### src/rtl/core/run_list_extent_decoder_macros.svh
// assertion helpers for the run list decoder
`ifndef RUN_LIST_EXTENT_DECODER_MACROS_SVH
`define RUN_LIST_EXTENT_DECODER_MACROS_SVH

// same-cycle implication, checked out of reset
`define RLED_ASSERT_NOW(label, ck, rstn, ante, cons) \
  label: assert property (@(posedge ck) disable iff (!rstn) (ante) |-> (cons)) \
    else $error("run list decoder check failed");

// next-cycle implication, checked out of reset
`define RLED_ASSERT_NEXT(label, ck, rstn, ante, cons) \
  label: assert property (@(posedge ck) disable iff (!rstn) (ante) |=> (cons)) \
    else $error("run list decoder check failed");

`endif

### src/rtl/core/rled_pkg.sv
package rled_pkg;

  localparam int MAX_FIELD_BYTES = 8;

  typedef enum logic [1:0] {
    PH_HEADER = 2'd0,
    PH_LENGTH = 2'd1,
    PH_OFFSET = 2'd2
  } phase_t;

  typedef enum logic [1:0] {
    KIND_FRAG = 2'd0,
    KIND_END  = 2'd1,
    KIND_ERR  = 2'd2
  } kind_t;

  typedef struct packed {
    phase_t      phase;
    logic [3:0]  len_left;
    logic [3:0]  off_left;
    logic [3:0]  off_size;
    logic [2:0]  byte_pos;
    logic [63:0] len_acc;
    logic [63:0] off_acc;
    logic [63:0] run_start;
    logic [15:0] run_cnt;
  } parse_state_t;

  typedef struct packed {
    kind_t       kind;
    logic [15:0] run_num;
    logic [63:0] start;
    logic [63:0] count;
    logic [63:0] end_clu;
    logic [63:0] delta;
  } result_t;

  localparam parse_state_t STATE_CLEAR = '{phase: PH_HEADER, default: '0};

endpackage

### src/rtl/core/rled_step.sv
module rled_step (
  input  rled_pkg::parse_state_t st,
  input  logic [7:0]             list_byte,
  output rled_pkg::parse_state_t st_nxt,
  output rled_pkg::result_t      res,
  output logic                   res_valid
);

  logic [3:0]  hdr_lo;
  logic [3:0]  hdr_hi;
  logic        hdr_bad;
  logic        hdr_end;
  logic [5:0]  lane_sh;
  logic [63:0] byte_lane;
  logic [63:0] len_new;
  logic [63:0] off_new;
  logic [3:0]  len_left_dec;
  logic [3:0]  off_left_dec;
  logic [5:0]  ext_sh;
  logic        ext_on;
  logic [63:0] delta;
  logic [63:0] start_sum;
  logic [63:0] end_sum;
  logic [15:0] cnt_inc;
  rled_pkg::phase_t phase_nxt;

  assign hdr_lo       = list_byte[3:0];
  assign hdr_hi       = list_byte[7:4];
  assign hdr_bad      = (hdr_lo > 4'(rled_pkg::MAX_FIELD_BYTES)) ||
                        (hdr_hi > 4'(rled_pkg::MAX_FIELD_BYTES));
  assign hdr_end      = (hdr_lo == 4'd0) || (hdr_hi == 4'd0);
  assign lane_sh      = {st.byte_pos, 3'b000};
  assign byte_lane    = {56'd0, list_byte} << lane_sh;
  assign len_new      = st.len_acc | byte_lane;
  assign off_new      = st.off_acc | byte_lane;
  assign len_left_dec = (st.len_left != 4'd0) ? st.len_left - 4'd1 : 4'd0;
  assign off_left_dec = (st.off_left != 4'd0) ? st.off_left - 4'd1 : 4'd0;

  // sign extension of later runs from the field's own width
  assign ext_sh = {st.off_size[2:0], 3'b000};
  assign ext_on = (st.run_cnt != 16'd0) && (st.off_size != 4'd0) &&
                  (st.off_size < 4'd8) && off_new[6'(ext_sh - 6'd1)];
  assign delta     = ext_on ? (off_new | ({64{1'b1}} << ext_sh)) : off_new;
  assign start_sum = st.run_start + delta;
  assign end_sum   = st.run_start + delta + st.len_acc;
  assign cnt_inc   = (st.run_cnt != 16'hFFFF) ? st.run_cnt + 16'd1 : st.run_cnt;

  always_comb begin
    phase_nxt = st.phase;
    unique case (st.phase)
      rled_pkg::PH_HEADER: begin
        phase_nxt = (hdr_bad || hdr_end) ? rled_pkg::PH_HEADER : rled_pkg::PH_LENGTH;
      end
      rled_pkg::PH_LENGTH: begin
        phase_nxt = (len_left_dec == 4'd0) ? rled_pkg::PH_OFFSET : rled_pkg::PH_LENGTH;
      end
      default: begin
        phase_nxt = (off_left_dec == 4'd0) ? rled_pkg::PH_HEADER : rled_pkg::PH_OFFSET;
      end
    endcase
  end

  always_comb begin
    st_nxt        = st;
    res           = '{kind: rled_pkg::KIND_FRAG, default: '0};
    res.run_num   = st.run_cnt;
    res_valid     = 1'b0;
    unique case (st.phase)
      rled_pkg::PH_HEADER: begin
        if (hdr_bad || hdr_end) begin
          st_nxt    = rled_pkg::STATE_CLEAR;
          res.kind  = hdr_bad ? rled_pkg::KIND_ERR : rled_pkg::KIND_END;
          res_valid = 1'b1;
        end else begin
          st_nxt.len_left = hdr_lo;
          st_nxt.off_left = hdr_hi;
          st_nxt.off_size = hdr_hi;
          st_nxt.byte_pos = 3'd0;
          st_nxt.len_acc  = '0;
          st_nxt.off_acc  = '0;
        end
      end
      rled_pkg::PH_LENGTH: begin
        st_nxt.len_acc  = len_new;
        st_nxt.len_left = len_left_dec;
        st_nxt.byte_pos = (len_left_dec == 4'd0) ? 3'd0 : st.byte_pos + 3'd1;
      end
      default: begin
        st_nxt.off_left = off_left_dec;
        if (off_left_dec == 4'd0) begin
          st_nxt.len_acc   = '0;
          st_nxt.off_acc   = '0;
          st_nxt.byte_pos  = 3'd0;
          st_nxt.run_start = start_sum;
          st_nxt.run_cnt   = cnt_inc;
          res.start        = start_sum;
          res.count        = st.len_acc;
          res.end_clu      = end_sum;
          res.delta        = delta;
          res_valid        = 1'b1;
        end else begin
          st_nxt.off_acc  = off_new;
          st_nxt.byte_pos = st.byte_pos + 3'd1;
        end
      end
    endcase
    st_nxt.phase = phase_nxt;
  end

endmodule

### src/rtl/core/run_list_extent_decoder.sv
// Decodes a run list of cluster extents fed one raw byte per transfer. A header
// byte (low nibble length bytes, high nibble offset bytes) is followed by the
// little-endian length and offset fields; the last field byte of a run yields
// one fragment result with start, count, end and delta. A header with a zero
// nibble yields an end result, a nibble above 8 an error result, and both
// reset the running start and run count. Every byte is registered, decoded in
// one pass (the longest path is the three-operand 64-bit start/end sum), and
// the result lands in an output register. A byte is taken every cycle while
// the result side keeps up.
`include "run_list_extent_decoder_macros.svh"

module run_list_extent_decoder (
  input  logic               clk,
  input  logic               rst_n,
  input  logic               in_valid,
  output logic               in_stall,
  input  logic [7:0]         in_list_byte,
  output logic               out_valid,
  input  logic               out_stall,
  output logic [1:0]         out_result_kind,
  output logic [15:0]        out_run_number,
  output logic signed [63:0] out_start_cluster,
  output logic [63:0]        out_cluster_count,
  output logic signed [63:0] out_end_cluster,
  output logic signed [63:0] out_offset_delta
);

  logic                   s1_valid_r;
  logic [7:0]             s1_byte_r;
  logic                   s1_adv;
  logic                   in_xfer;
  rled_pkg::parse_state_t state_r;
  rled_pkg::parse_state_t state_nxt;
  rled_pkg::result_t      res_nxt;
  rled_pkg::result_t      res_r;
  logic                   res_hit;
  logic                   out_valid_r;

  assign s1_adv   = s1_valid_r && (!out_valid_r || !out_stall);
  assign in_stall = s1_valid_r && !s1_adv;
  assign in_xfer  = in_valid && !in_stall;

  rled_step u_step (
    .st        (state_r),
    .list_byte (s1_byte_r),
    .st_nxt    (state_nxt),
    .res       (res_nxt),
    .res_valid (res_hit)
  );

  always_ff @(posedge clk) begin
    if (!rst_n) begin
      s1_valid_r <= 1'b0;
    end else if (in_xfer) begin
      s1_valid_r <= 1'b1;
    end else if (s1_adv) begin
      s1_valid_r <= 1'b0;
    end
  end

  always_ff @(posedge clk) begin
    if (in_xfer) begin
      s1_byte_r <= in_list_byte;
    end
  end

  always_ff @(posedge clk) begin
    if (!rst_n) begin
      state_r <= rled_pkg::STATE_CLEAR;
    end else if (s1_adv) begin
      state_r <= state_nxt;
    end
  end

  always_ff @(posedge clk) begin
    if (!rst_n) begin
      out_valid_r <= 1'b0;
    end else if (s1_adv && res_hit) begin
      out_valid_r <= 1'b1;
    end else if (!out_stall) begin
      out_valid_r <= 1'b0;
    end
  end

  always_ff @(posedge clk) begin
    if (s1_adv && res_hit) begin
      res_r <= res_nxt;
    end
  end

  assign out_valid         = out_valid_r;
  assign out_result_kind   = res_r.kind;
  assign out_run_number    = res_r.run_num;
  assign out_start_cluster = $signed(res_r.start);
  assign out_cluster_count = res_r.count;
  assign out_end_cluster   = $signed(res_r.end_clu);
  assign out_offset_delta  = $signed(res_r.delta);

  `RLED_ASSERT_NEXT(a_list_end_clears, clk, rst_n,
                    s1_adv && res_hit && res_nxt.kind != rled_pkg::KIND_FRAG,
                    state_r.run_cnt == 16'd0 && state_r.run_start == 64'd0)
  `RLED_ASSERT_NEXT(a_frag_back_to_header, clk, rst_n,
                    s1_adv && res_hit && res_nxt.kind == rled_pkg::KIND_FRAG,
                    state_r.phase == rled_pkg::PH_HEADER)
  `RLED_ASSERT_NOW(a_frag_end_sum, clk, rst_n,
                   out_valid_r && res_r.kind == rled_pkg::KIND_FRAG,
                   res_r.end_clu == res_r.start + res_r.count)
  `RLED_ASSERT_NOW(a_end_zero_payload, clk, rst_n,
                   out_valid_r && res_r.kind != rled_pkg::KIND_FRAG,
                   res_r.start == 64'd0 && res_r.count == 64'd0 && res_r.delta == 64'd0)
  `RLED_ASSERT_NOW(a_no_result_overrun, clk, rst_n, out_valid_r && out_stall, !s1_adv)

endmodule
### config.mk
export PLATFORM = sky130hd
export DESIGN_NAME = run_list_extent_decoder
export DESIGN_NICKNAME = d
export VERILOG_FILES = /design/src/rtl/core/rled_pkg.sv /design/src/rtl/core/rled_step.sv /design/src/rtl/core/run_list_extent_decoder.sv
export VERILOG_INCLUDE_DIRS = /design/src /design/src/rtl/core
export SDC_FILE = /design/constraint.sdc
export NUM_CORES = 1
export LEC_CHECK = 0
export BUFFER_PORTS_ARGS = -buffer_cell sky130_fd_sc_hd__buf_2
export CAP_MARGIN = 10
export CORE_UTILIZATION = 40
export DETAILED_ROUTE_END_ITERATION = 7
export PLACE_DENSITY = 0.68
export SLEW_MARGIN = 5
export SYNTH_ARGS = -nofsm -noshare
export SYNTH_HDL_FRONTEND = slang
export SYNTH_SLANG_ARGS = --single-unit
### constraint.sdc
create_clock -name clk -period 8.5 [get_ports clk]
set_clock_uncertainty 0.1 [all_clocks]
set_input_delay 0 -clock clk [delete_from_list [all_inputs] [get_ports clk]]
set_output_delay 0 -clock clk [all_outputs]
set_load 0.05 [all_outputs]
==> flow_metrics.env <==
export IMPL_yosysSeqAreaShare=0.488
export IMPL_pin_count=288
export IMPL_grt_usage=0.241
export IMPL_worst_slew_pin_slew_ps=1070
export IMPL_slowest_delay_ps=540
export IMPL_clk_latency_ps=610
export IMPL_cts_path_max_buffers=3
export IMPL_drc_errors=0
export IMPL_via_count=22000
export IMPL_yosys_area_top_type="edfxtp_1"
export IMPL_gp_congestion=0.975
export IMPL_synthesis_area_mm2=0.0267
export IMPL_cp_slowest_cell="a2111oi_1"
export IMPL_clockRootBuffer="clkbuf_16"
export IMPL_crit_path_frequent_cell="ha_1"
export IMPL_synth_area_top_cells="edfxtp_1 (32%), dfxtp_1 (17%), ha_1 (6.3%)"
export IMPL_grt_pass1_wl_mm=125
export IMPL_grt_antenna_before_repair=0
export IMPL_hp_class="input port to flip-flop"
export IMPL_synth_edf_count=282
export IMPL_synth_fa_ha_area_frac=0.0643
export IMPL_cts_made_buffers=55
export IMPL_die_h_um=260
export IMPL_grt_start_max_net_pins=132
export IMPL_cp_startpoint="state_r[211]$_SDFFE_PN0P_"
export IMPL_end_kind="flip-flop"
export IMPL_synth_cells=2719
export IMPL_die_w_um=260
export IMPL_firstDrtPassIters=6
export IMPL_final_antenna_net_count=0
export IMPL_critPathLaunchType="flip-flop"
export IMPL_wl_per_cell_um=21.8
export IMPL_total_power_w=0.00579
export IMPL_worstPathRequired_ps=8720
export IMPL_area_growth_pct=16.0
export IMPL_placed_cell_area_mm2=0.0289
export IMPL_final_util=0.470
export IMPL_final_cell_mix="a21oi_1 (290), buf_2 (287), edfxtp_1 (282), nor2_1 (234), dfxtp_1 (226)"
export IMPL_syn_num_nets=2867
export IMPL_r2r_slack_ps=550
export IMPL_slew_viol_final=0
export IMPL_portBuffers=287
export IMPL_postLayoutCellArea_mm2=0.0309
export IMPL_yosysUniqueCellTypes=86
export IMPL_synth_top_area_frac=0.317
export IMPL_path_class="flip-flop to flip-flop"
export IMPL_setup_violations=0
export IMPL_crit_fanout=9
export IMPL_timing_fmax_mhz=126
export IMPL_drt_initial_drc_count=2256
export IMPL_hold_depth=2
export IMPL_pwr_density_cell_mw_per_mm2=187
export IMPL_status="finished, final reports clean"
export IMPL_synthMuxAreaShare=0.00188
export IMPL_post_route_period_util=0.935
export IMPL_cp_endpoint="out_end_cluster[62]$_SDFFCE_PP0P_"
export IMPL_synth_seq_cells=509
export IMPL_synth_ff_type="edfxtp_1"
export IMPL_syn_avg_cell_area_um2=9.82
export IMPL_synth_async_reset_ratio=0
export IMPL_vias_per_cell=5.69
export IMPL_reg2regPathDepth=29
export IMPL_cap_violations=0
export IMPL_vdd_drop_max_mv=0.125
export IMPL_yosys_area_share_simple=0.179
export IMPL_cts_tree="yes"
export IMPL_layout_min_cycle_time_ps=7950
export IMPL_synth_compound_area_frac=0.194
export IMPL_final_common_cell="a21oi_1"
export IMPL_worstReg2RegEnd="out_end_cluster[62]$_SDFFCE_PP0P_"
export IMPL_dp_hpwl_mm=61.4
export IMPL_critPathArrivalTime_ps=8170
export IMPL_path_clk_slew_ps=60
export IMPL_initial_core_util=0.405
export IMPL_fillers=6271
export IMPL_diodes=0
export IMPL_power_leakage_nw=13.0
export IMPL_numClockSinks=509
export IMPL_overflow=0
export IMPL_synth_top_family_by_area="compound AO/OA/AOI/OAI gates"
export IMPL_die_area_mm2=0.0678
export IMPL_slew_headroom=0.285
export IMPL_rsz0062_at_grt="false"
export IMPL_timing_rr_start="state_r[211]$_SDFFE_PN0P_"
export IMPL_grt_pass1_vias=20200
export IMPL_setup_tns_ps=0
export IMPL_yosys_warnings=0
export IMPL_drive_above_1_share=0.157
export IMPL_synth_xor_area_frac=0.0420
export IMPL_cts_htree_levels=2
export IMPL_placementRows=94
export IMPL_nets=3100
export IMPL_wirelength_mm=84.2
export IMPL_hold_violations=0
export IMPL_core_area_mm2=0.0659
synthesized netlist by cell type (all sizes together) (5+ instances only):
cell / number
a21oi: 293
edfxtp: 282
nor2: 235
dfxtp: 227
nand2: 175
clkbuf: 157
ha: 134
nor2b: 122
and2: 110
o21ai: 101
a22oi: 98
and3: 82
a21o: 78
xnor2: 72
xor2: 56
nand3: 50
inv: 45
nand4: 42
nor3: 42
a211o: 34
a22o: 27
o21bai: 27
o21a: 21
buf: 19
a21boi: 18
nand2b: 17
nor4: 13
o31ai: 13
or2: 13
a31oi: 10
or3: 9
a211oi: 8
a221oi: 7
o211ai: 7
a32oi: 6
nor3b: 6
a41oi: 5
mux2i: 5
o2111ai: 5
worst min path at each step:
| stage | start | end | slack, ps |
|---|---|---|---|
| 2_1_floorplan | in_list_byte[0] | s1_byte_r[0]$_DFFE_PP_ | -1 |
| 3_3_place_gp | in_list_byte[5] | s1_byte_r[5]$_DFFE_PP_ | 80 |
| 3_5_place_dp | in_list_byte[5] | s1_byte_r[5]$_DFFE_PP_ | 80 |
| 4_1_cts | in_list_byte[1] | s1_byte_r[1]$_DFFE_PP_ | 2 |
| 5_1_grt | in_list_byte[5] | s1_byte_r[5]$_DFFE_PP_ | 20 |
| 6_report | in_list_byte[7] | s1_byte_r[7]$_DFFE_PP_ | 30 |
cell families (layout without fill, tap and decap cells):
group,count (synthesis),after routing
mux,5,5
fa+ha+maj,136,136
simple gates,928,928
buf+inv,221,499
flops,509,509
compound gates,792,792
xor+xnor,128,128
flip-flops by register name, indices dropped and copies added (netlist names):
signal and flops:
out_end_cluster 64, out_offset_delta 64, s1_byte_r 8, out_start_cluster 64
out_valid 1, out_cluster_count 64, state_r 225, out_run_number 16
out_result_kind 2, s1_valid_r 1
final cells by class:
type	count	area [um^2]	area share
clock inverter	29	289	0.00934
timing repair buffer	352	1980	0.0640
inverter	45	173	0.00558
clock buffer	73	1540	0.0496
sequential	509	13000	0.421
tap	864	1080	0.0349
multi-input combinational	1989	12900	0.416
per-layer routing:
| metal | part of all wire | vias to the layer above | global-route usage |
|---|---|---|---|
| met1 | 0.45 | 10600 | 0.348 |
| met2 | 0.45 | 849 | 0.373 |
| li1 | - | 10400 | - |
| met5 | 0 | - | 0 |
| met4 | 0.028 | 0 | 0.0741 |
| met3 | 0.074 | 124 | 0.0326 |
critical path: cells and delay by family (launching register included):
kind	cells	cell delay, ps
AOI/OAI and AO/OA	10	2570
adders and majority gates	4	1350
buffers and inverters	2	230
DFF	1	390
and+or+nand+nor	13	3010
report_power, final:
group	switching (W)	internal [W]	total [W]
Combinational	0.000502	0.000123	0.000625
Sequential	0.0000413	0.00269	0.00273
Clock	0.00101	0.00142	0.00243
Total	0.00156	0.00423	0.00579
repair_timing:
item	CTS	global route
hold buffers	17	0
endpoints found under the setup margin	0	3
resized for setup	0	4
hold endpoints to repair	92	0
buffers inserted	0	0
per-stage QoR:
stage	worst slack, ps	cells	hold slack, ps
2_1_floorplan	1590	2719	-1.13
3_3_place_gp	642	3742	79.4
3_5_place_dp	458	3742	80.3
4_1_cts	384	3861	1.68
5_1_grt	25.1	3861	17.1
6_report	553	3861	30.9
(Power assumes the default switching activity.)
